<file path="src/sv/jes_pkg.sv">
package jes_pkg;

   localparam int unsigned CSR_INDEX_W = 1;
   localparam int unsigned CSR_DATA_W  = 32;
   localparam int unsigned POS_W       = 32;
   localparam int unsigned MIN_SIZE_W  = 11;

   // register indexes on the csr port
   localparam logic [CSR_INDEX_W-1:0] CSR_BUFFER_LENGTH = 1'd0;
   localparam logic [CSR_INDEX_W-1:0] CSR_MIN_SIZE      = 1'd1;

   localparam logic [POS_W-1:0]      BUFFER_LENGTH_RESET = 32'd0;
   localparam logic [MIN_SIZE_W-1:0] MIN_SIZE_RESET      = 11'd4;

   // marker codes
   localparam logic [7:0] MRK_PREFIX = 8'hFF;
   localparam logic [7:0] MRK_STUFF  = 8'h00;
   localparam logic [7:0] MRK_TEM    = 8'h01;
   localparam logic [7:0] MRK_RST0   = 8'hD0;
   localparam logic [7:0] MRK_RST7   = 8'hD7;
   localparam logic [7:0] MRK_SOI    = 8'hD8;
   localparam logic [7:0] MRK_EOI    = 8'hD9;
   localparam logic [7:0] MRK_SOS    = 8'hDA;

   typedef enum logic [3:0] {
      PH_IDLE,
      PH_SOI1,
      PH_MARK0,
      PH_MARK1,
      PH_LENH,
      PH_LENL,
      PH_LENH_SOS,
      PH_LENL_SOS,
      PH_SKIP,
      PH_SKIP_SOS,
      PH_SCAN,
      PH_DONE
   } phase_type;

   typedef struct packed {
      phase_type        phase;
      logic [POS_W-1:0] pos;
      logic [POS_W:0]   seg_end;
      logic [7:0]       len_high;
      logic             pending_ff;
      logic             scan_seen;
      logic             body_seen;
   } state_type;

   typedef struct packed {
      logic             valid;
      logic             ok;
      logic [POS_W-1:0] len;
   } result_type;

endpackage

</file>
<file path="src/sv/jes_step.sv">
module jes_step
   import jes_pkg::*;
(
   input  state_type              cur,
   input  logic [7:0]             data_byte,
   input  logic                   first_byte,
   input  logic [POS_W-1:0]       buffer_length,
   input  logic [MIN_SIZE_W-1:0]  min_size,
   output state_type              nxt,
   output result_type             res
);

   typedef struct packed {
      phase_type phase;
      logic      pending_ff;
      logic      fin;
      logic      ok;
   } outcome_type;

   localparam outcome_type O_REJECT = '{phase: PH_DONE, pending_ff: 1'b0, fin: 1'b1, ok: 1'b0};

   function automatic outcome_type go_outer(input logic [33:0] at, input logic [33:0] bl);
      outcome_type o;
      o = '{phase: PH_MARK0, pending_ff: 1'b0, fin: 1'b0, ok: 1'b0};
      if (at + 34'd2 > bl) begin
         o = O_REJECT;
      end
      return o;
   endfunction

   function automatic outcome_type go_scan(input logic [33:0] at, input logic [33:0] bl);
      outcome_type o;
      if (at + 34'd2 < bl) begin
         o = '{phase: PH_SCAN, pending_ff: 1'b0, fin: 1'b0, ok: 1'b0};
      end else begin
         o = go_outer(at, bl);
      end
      return o;
   endfunction

   function automatic outcome_type go_target(input logic sos, input logic [33:0] at,
                                             input logic [33:0] bl);
      outcome_type o;
      if (sos) begin
         o = go_scan(at, bl);
      end else begin
         o = go_outer(at, bl);
      end
      return o;
   endfunction

   function automatic outcome_type scan_first(input logic [7:0] b, input logic [33:0] p,
                                              input logic [33:0] bl);
      outcome_type o;
      if (b == MRK_PREFIX) begin
         o = '{phase: PH_SCAN, pending_ff: 1'b1, fin: 1'b0, ok: 1'b0};
      end else begin
         o = go_scan(p + 34'd1, bl);
      end
      return o;
   endfunction

   // second byte of a pair that started one byte earlier
   function automatic outcome_type mark_second(input logic [7:0] c, input logic [33:0] p,
                                               input logic ff, input logic body,
                                               input logic scan, input logic [33:0] bl);
      outcome_type o;
      logic        standalone;
      standalone = (c == MRK_TEM) || (c >= MRK_RST0 && c <= MRK_SOI);
      if (ff && c == MRK_EOI) begin
         o = '{phase: PH_DONE, pending_ff: 1'b0, fin: 1'b1, ok: body};
      end else if (ff && standalone) begin
         o = go_outer(p + 34'd1, bl);
      end else if (p + 34'd3 > bl) begin
         // truncated stream
         o = '{phase: PH_DONE, pending_ff: 1'b0, fin: 1'b1, ok: scan};
      end else if (ff && c != MRK_STUFF && c != MRK_PREFIX) begin
         o = '{phase: (c == MRK_SOS) ? PH_LENH_SOS : PH_LENH,
               pending_ff: 1'b0, fin: 1'b0, ok: 1'b0};
      end else begin
         o = O_REJECT;
      end
      return o;
   endfunction

   logic [33:0]  pos34;
   logic [33:0]  bl34;
   logic [15:0]  seg;
   logic [33:0]  seg_stop;
   logic         sos;
   logic         apply;
   outcome_type  o;

   assign pos34    = {2'b00, cur.pos};
   assign bl34     = {2'b00, buffer_length};
   assign seg      = {cur.len_high, data_byte};
   assign seg_stop = pos34 + {18'd0, seg} - 34'd1;
   assign sos      = (cur.phase == PH_LENL_SOS) || (cur.phase == PH_SKIP_SOS);

   always_comb begin
      nxt   = cur;
      apply = 1'b0;
      o     = O_REJECT;
      if (first_byte) begin
         nxt.pos        = 32'd1;
         nxt.seg_end    = '0;
         nxt.len_high   = '0;
         nxt.pending_ff = 1'b0;
         nxt.scan_seen  = 1'b0;
         nxt.body_seen  = 1'b0;
         apply          = 1'b1;
         if (buffer_length < {21'd0, min_size} || buffer_length < 32'd2 ||
             data_byte != MRK_PREFIX) begin
            o = O_REJECT;
         end else begin
            o = '{phase: PH_SOI1, pending_ff: 1'b0, fin: 1'b0, ok: 1'b0};
         end
      end else if (cur.phase != PH_IDLE && cur.phase != PH_DONE) begin
         nxt.pos = cur.pos + 32'd1;
         unique case (cur.phase)
            PH_SOI1: begin
               apply = 1'b1;
               o = (data_byte != MRK_SOI) ? O_REJECT : go_outer(34'd2, bl34);
            end
            PH_MARK0: begin
               nxt.pending_ff = (data_byte == MRK_PREFIX);
               nxt.phase      = PH_MARK1;
            end
            PH_MARK1: begin
               apply = 1'b1;
               o = mark_second(data_byte, pos34, cur.pending_ff, cur.body_seen,
                               cur.scan_seen, bl34);
            end
            PH_LENH, PH_LENH_SOS: begin
               nxt.len_high = data_byte;
               nxt.phase    = (cur.phase == PH_LENH) ? PH_LENL : PH_LENL_SOS;
            end
            PH_LENL, PH_LENL_SOS: begin
               if (seg < 16'd2) begin
                  apply = 1'b1;
                  o     = O_REJECT;
               end else begin
                  nxt.body_seen = 1'b1;
                  if (sos) begin
                     nxt.scan_seen = 1'b1;
                  end
                  if (seg_stop + 34'd2 > bl34) begin
                     apply = 1'b1;
                     o     = O_REJECT;
                  end else if (seg_stop == pos34 + 34'd1) begin
                     apply = 1'b1;
                     o     = go_target(sos, seg_stop, bl34);
                  end else begin
                     nxt.seg_end = seg_stop[32:0];
                     nxt.phase   = sos ? PH_SKIP_SOS : PH_SKIP;
                  end
               end
            end
            PH_SKIP, PH_SKIP_SOS: begin
               if (pos34 + 34'd1 >= {1'b0, cur.seg_end}) begin
                  apply = 1'b1;
                  o     = go_target(sos, {1'b0, cur.seg_end}, bl34);
               end
            end
            PH_SCAN: begin
               apply = 1'b1;
               if (!cur.pending_ff) begin
                  o = scan_first(data_byte, pos34, bl34);
               end else if (data_byte >= MRK_RST0 && data_byte <= MRK_RST7) begin
                  o = go_scan(pos34 + 34'd1, bl34);
               end else if (data_byte != MRK_STUFF && data_byte != MRK_PREFIX) begin
                  o = mark_second(data_byte, pos34, 1'b1, cur.body_seen,
                                  cur.scan_seen, bl34);
               end else if (pos34 + 34'd2 < bl34) begin
                  o = scan_first(data_byte, pos34, bl34);
               end else begin
                  o = '{phase: PH_MARK1, pending_ff: (data_byte == MRK_PREFIX),
                        fin: 1'b0, ok: 1'b0};
               end
            end
            default: begin
               nxt.phase = PH_DONE;
            end
         endcase
      end

      res = '{valid: 1'b0, ok: 1'b0, len: '0};
      if (apply) begin
         nxt.phase      = o.phase;
         nxt.pending_ff = o.pending_ff;
         res.valid      = o.fin;
         res.ok         = o.ok;
         res.len        = o.ok ? (cur.pos + 32'd1) : '0;
      end
   end

endmodule

</file>
<file path="src/sv/jpeg_extent_scanner.sv">
// A byte waits in the input register and is decided when it is taken; its verdict,
// if any, is registered and shows on rsp_valid. Throughput: one byte per cycle
// while req_stall is low; the marker walk is a single registered state update.
// req_stall rises only while a verdict waits in the result register under rsp_stall.
// Reset (synchronous, active high) returns the parser to waiting for a first byte,
// drops any held byte or verdict, and sets buffer_length to 0 and min_size to 4.
module jpeg_extent_scanner
   import jes_pkg::*;
(
   input  logic                    clock,
   input  logic                    reset,
   input  logic                    req_valid,
   output logic                    req_stall,
   input  logic [7:0]              req_data_byte,
   input  logic                    req_first_byte,
   output logic                    rsp_valid,
   input  logic                    rsp_stall,
   output logic                    rsp_accepted,
   output logic [POS_W-1:0]        rsp_file_length,
   input  logic                    csr_write_en,
   input  logic [CSR_INDEX_W-1:0]  csr_index,
   input  logic [CSR_DATA_W-1:0]   csr_data
);

   logic [POS_W-1:0]      buffer_length_ff;
   logic [MIN_SIZE_W-1:0] min_size_ff;

   logic       in_valid_ff;
   logic [7:0] in_byte_ff;
   logic       in_first_ff;

   state_type  state_ff;
   state_type  state_in;
   result_type res;

   logic             out_valid_ff;
   logic             out_ok_ff;
   logic [POS_W-1:0] out_len_ff;

   logic proceed;
   logic take;

   // the held byte moves on unless a verdict is stuck in the output register
   assign proceed   = !out_valid_ff || !rsp_stall;
   assign take      = in_valid_ff && proceed;
   assign req_stall = in_valid_ff && !proceed;

   always_ff @(posedge clock) begin
      if (reset) begin
         buffer_length_ff <= BUFFER_LENGTH_RESET;
         min_size_ff      <= MIN_SIZE_RESET;
      end else if (csr_write_en) begin
         unique case (csr_index)
            CSR_BUFFER_LENGTH: buffer_length_ff <= csr_data;
            CSR_MIN_SIZE:      min_size_ff      <= csr_data[MIN_SIZE_W-1:0];
            default: ;
         endcase
      end
   end

   always_ff @(posedge clock) begin
      if (reset) begin
         in_valid_ff <= 1'b0;
      end else if (req_valid && !req_stall) begin
         in_valid_ff <= 1'b1;
      end else if (take) begin
         in_valid_ff <= 1'b0;
      end
   end

   always_ff @(posedge clock) begin
      if (req_valid && !req_stall) begin
         in_byte_ff  <= req_data_byte;
         in_first_ff <= req_first_byte;
      end
   end

   jes_step u_step (
      .cur           (state_ff),
      .data_byte     (in_byte_ff),
      .first_byte    (in_first_ff),
      .buffer_length (buffer_length_ff),
      .min_size      (min_size_ff),
      .nxt           (state_in),
      .res           (res)
   );

   always_ff @(posedge clock) begin
      if (reset) begin
         state_ff <= '{phase: PH_IDLE, pos: '0, seg_end: '0, len_high: '0,
                       pending_ff: 1'b0, scan_seen: 1'b0, body_seen: 1'b0};
      end else if (take) begin
         state_ff <= state_in;
      end
   end

   always_ff @(posedge clock) begin
      if (reset) begin
         out_valid_ff <= 1'b0;
      end else if (take && res.valid) begin
         out_valid_ff <= 1'b1;
      end else if (out_valid_ff && !rsp_stall) begin
         out_valid_ff <= 1'b0;
      end
   end

   always_ff @(posedge clock) begin
      if (take && res.valid) begin
         out_ok_ff  <= res.ok;
         out_len_ff <= res.len;
      end
   end

   assign rsp_valid       = out_valid_ff;
   assign rsp_accepted    = out_ok_ff;
   assign rsp_file_length = out_len_ff;

endmodule

</file>
<file path="config.mk">
export PLATFORM = sky130hd
export DESIGN_NAME = jpeg_extent_scanner
export DESIGN_NICKNAME = d
export VERILOG_FILES = /design/src/sv/jes_pkg.sv /design/src/sv/jes_step.sv /design/src/sv/jpeg_extent_scanner.sv
export SDC_FILE = /design/constraint.sdc
export NUM_CORES = 1
export LEC_CHECK = 0
export ABC_AREA = 1
export ABC_CLOCK_PERIOD_IN_PS = 9700
export BUFFER_PORTS_ARGS = -buffer_cell sky130_fd_sc_hd__buf_4
export CORE_UTILIZATION = 55
export CTS_CLUSTER_DIAMETER = 80
export DETAILED_ROUTE_END_ITERATION = 8
export GPL_ROUTABILITY_DRIVEN = 0
export PLACE_DENSITY = 0.8
export SYNTH_ARGS = -nofsm -noshare
export SYNTH_HDL_FRONTEND = slang
export SYNTH_SLANG_ARGS = --single-unit
</file>
<file path="constraint.sdc">
create_clock -name clock -period 9.7 [get_ports clock]
set_clock_uncertainty 0.05 [all_clocks]
set_input_delay 0.485 -clock clock [delete_from_list [all_inputs] [get_ports clock]]
set_output_delay 0.485 -clock clock [all_outputs]
set_load 0.03 [all_outputs]
</file>
# After elaboration in Yosys (flattened, before gate mapping)
# Cells that the tools add are included.
[op_classes]
order_cmp = 16
bitwise_logic = 1
reduce_logical = 48
addsub = 9
muxes = 63
eq_ne = 26
[ops]
columns = ["cell", "n"]
rows = [
  ["two-way mux 7 bit", 28],
  ["> comparator 34 x 32 -> 1 bit", 4],
  ["< comparator 34 x 32 -> 1 bit", 4],
  ["two-way mux 33 bit", 4],
  ["two-way mux 80 bit", 1],
  ["two-way mux 76 bit", 1],
  ["adder 34 x 2 -> 34 bit, second input constant", 2],
  ["adder 32 x 2 -> 33 bit, second input constant", 2],
  ["one-hot mux 7 bit (5 select lines)", 1],
  ["adder 33 x 2 -> 34 bit, second input constant", 1],
  ["== test 34 bit", 1],
  [">= comparator 34 x 33 -> 1 bit", 1],
  ["two-way mux 34 bit", 1],
  ["subtractor 34 x 1 -> 34 bit, second input constant", 1],
  ["adder 32 x 1 -> 33 bit, second input constant", 1],
  ["adder 32 x 16 -> 33 bit", 1],
  ["adder 32 x 1 -> 32 bit, second input constant", 1],
  ["> comparator 3 x 32 -> 1 bit, first input constant", 1],
  ["< comparator 32 x 11 -> 1 bit", 1],
  ["< comparator 32 x 2 -> 1 bit, second input constant", 1],
  ["two-way mux 32 bit", 1],
  ["== test 8 bit, second input constant", 3],
  ["two-way mux 4 bit", 5],
  ["== test 4 x 3 -> 1 bit, second input constant", 4],
  ["34 further kinds", 92],
]
[word_totals]
elab_cells = 178
out_inout_bits = 35
ff_bits = 167
input_bits = 47

# Depth between registers and ports, before layout
[logic_depth]
word_depth = 17
mapped_depth = 46
ltp_nobuf = 46

# Cells and area by module
# From an unflattened synthesis, not the netlist that was laid out.
[unflattened]
hier_cells = 3556
area_unflattened_um2 = 21916.0
[by_module_without_submodules]
columns = ["mod", "instances", "cells_per_inst", "area_each_um2", "seq_area_each_um2"]
rows = [
  ["jes_step", 1, 2748, 15272.1, 0.0],
  ["jpeg_extent_scanner", 1, 808, 6643.9, 3763.6],
]

# Worst setup path before layout
# OpenSTA, ideal clock, no wires.
[synth_timing]
path_kind = "register to register"
start = "register in_byte_ff[0]"
end = "register out_ok_ff (netlist: rsp_accepted) (enable)"
synth_period_minus_slack_ns = 6.077
required_ns = 9.262
stages_incl_launch_ff = 39
setup_time_ns = 0.388
path_buffers = 0
path_slack_ns = 3.623
arrival_ns = 5.640
cell_sequence = "edfxtp_1 ha_1 inv_1 fa_1 ha_1 inv_1 xor2_2 ha_1 inv_1 nor3_2 nand3_1 nand3b_1 nor2_1 nand2_1 nor2_1 inv_1 nor3_2 nand2_1 [3 not listed] ha_1 nand4_1 inv_1 a211oi_1 nand3_1 nand2_1 inv_1 nor2_1 o21ai_0 o21a_1 nor2_4 nand2_1 nand2_1 nand3_1 nand2_1 nand2_1 nand3_1 inv_1"
[synth_via]
elab_chain_len = 13
word_cells_on_any_way = 51
classes_between = "add/sub: 3; order compare: 5; eq/ne: 6; mux: 26; reduce/logical: 11"
[synth_rtl]
columns = ["item", "line_no", "text"]
rows = [
  ["start: declaration", "jpeg_extent_scanner.sv:29", "logic [7:0] in_byte_ff;"],
  ["start signal: assignment", "jpeg_extent_scanner.sv:73", "in_byte_ff <= req_data_byte;"],
  ["branches (longest 11 deep; another with subtractor 34 x 1 -> 34 bit)", "--", ""],
  ["two-way mux 34 bit (*)", "jes_step.sv:188", "if (apply) begin"],
  ["logical AND 1 bit (*)", "jpeg_extent_scanner.sv:108", "if (take && res.valid) begin"],
  ["end signal: assignment", "jpeg_extent_scanner.sv:109", "out_ok_ff <= res.ok;"],
  ["end: declaration", "jpeg_extent_scanner.sv:37", "logic out_ok_ff;"],
]
# Mark *: on every way between the ends.
# A chain may end at the register's enable or synchronous reset.

# Final worst setup path
[layout_timing]
start = "register state_ff[44] in the netlist's numbering"
end = "register out_len_ff[27] (netlist: rsp_file_length[27]) (enable)"
[layout_via]
elab_chain_len = 15
word_cells_on_any_way = 43
classes_between = "add/sub: 7; order compare: 6; eq/ne: 1; mux: 28; reduce/logical: 1"
[layout_rtl]
columns = ["item", "line_no", "text"]
rows = [
  ["start: declaration", "jpeg_extent_scanner.sv:32", "state_type state_ff;"],
  ["start signal: assignment", "jpeg_extent_scanner.sv:90", "state_ff <= '{phase: PH_IDLE, pos: '0, seg_end: '0, len_high: '0,"],
  ["start signal: assignment", "jpeg_extent_scanner.sv:93", "state_ff <= state_in;"],
  ["branches (longest 13 deep; another with subtractor 34 x 1 -> 34 bit)", "--", ""],
  ["two-way mux 34 bit (*)", "jes_step.sv:188", ""],
  ["logical AND 1 bit (*)", "jpeg_extent_scanner.sv:108", ""],
  ["end signal: assignment", "jpeg_extent_scanner.sv:110", "out_len_ff <= res.len;"],
  ["end: declaration", "jpeg_extent_scanner.sv:38", "logic [POS_W-1:0] out_len_ff;"],
]
# Marks and branches as above.

==> summary.md <==
| Metric | Value |
|---|---|
| Reg2Reg Launch Point | state_ff[44] |
| Worst-Skew Late Latency | 0.46 ns |
| Filler cells | 3034 |
| Congestion Overflow GR | 0 |
| Detailed placement HPWL | 53100 um |
| Worst slew pin tran | 0.976 ns |
| Register area | 0.00376 mm^2 |
| Slew Limit Fails | 0 |
| CP max stage cell | dfxtp_1 |
| Post-synth top flop | dfxtp_1 |
| Pleak | 10.3 nW |
| All-Layer GR Usage | 37.4% |
| Postcts setup bufs | 0 |
| # setup viols final | 0 |
| Post-Place Setup Slack | 2.17 ns |
| Syn Std Cell Area | 0.0189 mm^2 |
| Vias in the first global route | 19600 |
| Multi-input logic area | 0.0132 mm^2 |
| Via count of the routed design | 20800 |
| Die height | 187 um |
| Hold buffers post-CTS | 0 |
| Num ports | 82 |
| Fraction of layout cells with a size suffix above 1 | 8.19% |
| Post-cts sizing count | 0 |
| Syn Inst Count | 2961 |
| Total core area | 0.0336 mm^2 |
| Initial antenna violation count | 1 |
| Clock Tree Buf Depth | 2 |
| CP top delay family | simple AND/OR/NAND/NOR gates |
| CP Class | register to register |
| Register area share after synthesis | 19.9% |
| Clock sink count | 167 |
| Clock slew at reported path FFs | 0.08 ns |
| Setup TNS | 0 ns |
| Worst Setup SP | state_ff[44] |
| Row cnt | 67 |
| Min-delay worst type | primary input to register |
| Top cell type's share of synthesized area | 15.5% |
| Die area | 0.0350 mm^2 |
| Warnings, synthesis | 0 |
| H-tree levels | 4 |
| Ranking of synthesized cells by area | nand2_1, ha_1, dfxtp_1 |
| Crit path required time | 9.75 ns |
| Rel. slew slack | 34.3% |
| Final net count | 3289 |
| Final hold viol count | 0 |
| Tmin final | 7.80 ns |
| Post-Syn Nets | 3235 |
| Final WL | 66100 um |
| Synthesized area per cell | 6.37 um^2 |
| WL per Instance | 19.0 um |
| Unrepaired setup endpoints after global routing | no |
| Largest net degree at the start of global routing | 80 |
| CTS buffer count | 17 |
| Status | finished, final reports clean |
| Synth-to-Final Area Change | 8.46% |
| Hold Startpoint | req_data_byte[7] |
| Post-synth EDFFs | 42 |
| Die width | 187 um |
| Vias per cell | 5.98 |
| Area leader, netlist | nand2_1 |
| Crit end category | register |
| # diodes | 0 |
| Number of buffers and inverters on the critical path | 7 |
| Final period utilization | 80.4% |
| Setup slack after layout | 1.90 ns |
| CP max stage delay | 0.78 ns |
| Max-Cap Viols | 0 |
| Global-route wire length before repair | 103000 um |
| Synth unique cells | 55 |
| WP data arrival | 7.85 ns |
| Post-route antenna net violation count | 0 |
| Critical-path maximum fanout | 33 |
| Placed instance count | 3444 |
| DRT Pass-1 Iters | 8 |
| Final non-filler cell total | 3476 |
| Highest clock rate | 128 MHz |
| Port bufs | 81 |
| Initial DRC count | 2723 |
| Power per Cell Area | 89.2 mW/mm^2 |
| Max rail drop VDD | 0.119 mV |
| DRC viols | 0 |
| Clock root buffer | clkbuf_16 |
| FFs w/ async S/R, synth | 0% |
| Initial Util | 56.1% |
| Most frequent CP cell | nand2_1 |
| CP Launch Type | register |
| CTS tree | built |
| FF+latch count, synth | 167 |
-- cells by family after synthesis --
kind of cell | count (synthesis) | share of synthesized area [%]
adder cells (fa/ha/maj) | 227 | 15.1
flip-flops | 167 | 19.9
AO/OA/AOI/OAI | 377 | 10.9
XOR/XNOR | 175 | 8.38
buffers and inverters | 503 | 10.3
AND/OR/NAND/NOR | 1512 | 35.4
-- sequential cells by signal (all words and copies together) (netlist names) --
signal            count
min_size_ff          11
in_valid_ff           1
rsp_accepted          1
state_ff             80
rsp_valid             1
in_first_ff           1
buffer_length_ff     32
rsp_file_length      32
in_byte_ff            8
-- layer usage --
| layer | GRT usage [%] | part of all wire, % |
|---|---|---|
| met1 | 46.2 | 38 |
| met2 | 57.3 | 42 |
| met3 | 7.50 | 12 |
| met4 | 28.9 | 8.3 |
| met5 | 0 | 0.014 |
-- worst paths after layout --
check,end,slack [ns],cells after the start
max,rsp_file_length[27],1.90,39
min,in_byte_ff[7],0.14,1
max reg2reg,rsp_file_length[27],1.90,39
min reg2reg,min_size_ff[1],0.41,2
-- area by class of cell --
type	instances	share of cell area, %
Multi-Input combinational cell	2291	64.3
Inverter	444	8.14
Timing Repair Buffer	94	3.45
Clock inverter	12	0.483
Sequential cell	167	18.4
Clock buffer	20	2.45
Tap cell	448	2.74
-- cells in the mapped netlist (3+ instances only) --
| master | instances |
|---|---|
| o21ai_0 | 85 |
| a21oi_1 | 229 |
| nand2_1 | 780 |
| nand3_2 | 16 |
| buf_6 | 3 |
| inv_1 | 424 |
| nand2_2 | 28 |
| xnor2_1 | 8 |
| nand3b_1 | 7 |
| nor2_1 | 309 |
| inv_2 | 16 |
| o21ai_1 | 3 |
| nor4_1 | 21 |
| edfxtp_1 | 42 |
| or2_2 | 4 |
| xor2_1 | 162 |
| nor4_2 | 3 |
| buf_2 | 14 |
| nor2_4 | 10 |
| nor3_2 | 4 |
| a211oi_1 | 10 |
| o21bai_1 | 6 |
| nand2_4 | 7 |
| nor2_2 | 22 |
| nand4_1 | 68 |
| ha_1 | 226 |
| xor2_2 | 4 |
| nor2_8 | 3 |
| o211ai_1 | 12 |
| o21a_1 | 7 |
| o31ai_1 | 4 |
| nand3_1 | 168 |
| dfxtp_1 | 125 |
| nor3_1 | 59 |
| clkbuf_1 | 39 |
| clkinv_1 | 4 |
-- cells in the final DEF, fill, tap and decap left out, types with 4 or more instances in the layout --
| cell | count |
|---|---|
| ha_1 | 226 |
| nand2_2 | 28 |
| nor2_4 | 10 |
| nand3_1 | 168 |
| inv_1 | 424 |
| edfxtp_1 | 42 |
| clkbuf_16 | 20 |
| nor3_2 | 4 |
| o21ai_0 | 85 |
| nand2_1 | 780 |
| nor3_1 | 59 |
| clkinv_1 | 4 |
| nor4_1 | 21 |
| buf_4 | 94 |
| a21oi_1 | 229 |
| o21bai_1 | 6 |
| nor2_1 | 309 |
| o31ai_1 | 4 |
| o21a_1 | 7 |
| inv_2 | 16 |
| nor2_2 | 22 |
| xor2_2 | 4 |
| nand3b_1 | 7 |
| inv_6 | 5 |
| o211ai_1 | 12 |
| xor2_1 | 162 |
| xnor2_1 | 8 |
| nand4_1 | 68 |
| a211oi_1 | 10 |
| nand2_4 | 7 |
| or2_2 | 4 |
| nand3_2 | 16 |
| dfxtp_1 | 125 |
-- power by group --
group / internal [mW] / switching [mW] / total (mW)
logic: 0.114 / 0.246 / 0.360
registers: 0.731 / 0.0160 / 0.747
clock network: 0.381 / 0.337 / 0.718
-- metrics by stage --
stage               util (%)  area (um^2)  power, mW  hold WS [ns]
floorplan                  -        18900      0.991         0.381
global placement        59.1        19900       1.10         0.394
detailed placement      59.1        19900       1.11         0.401
CTS                     60.9        20500       1.81         0.138
global route            60.9        20500       1.88         0.140
finish                  60.9        20500       1.83         0.141
No activity file was read; power rests on OpenSTA's default activity.
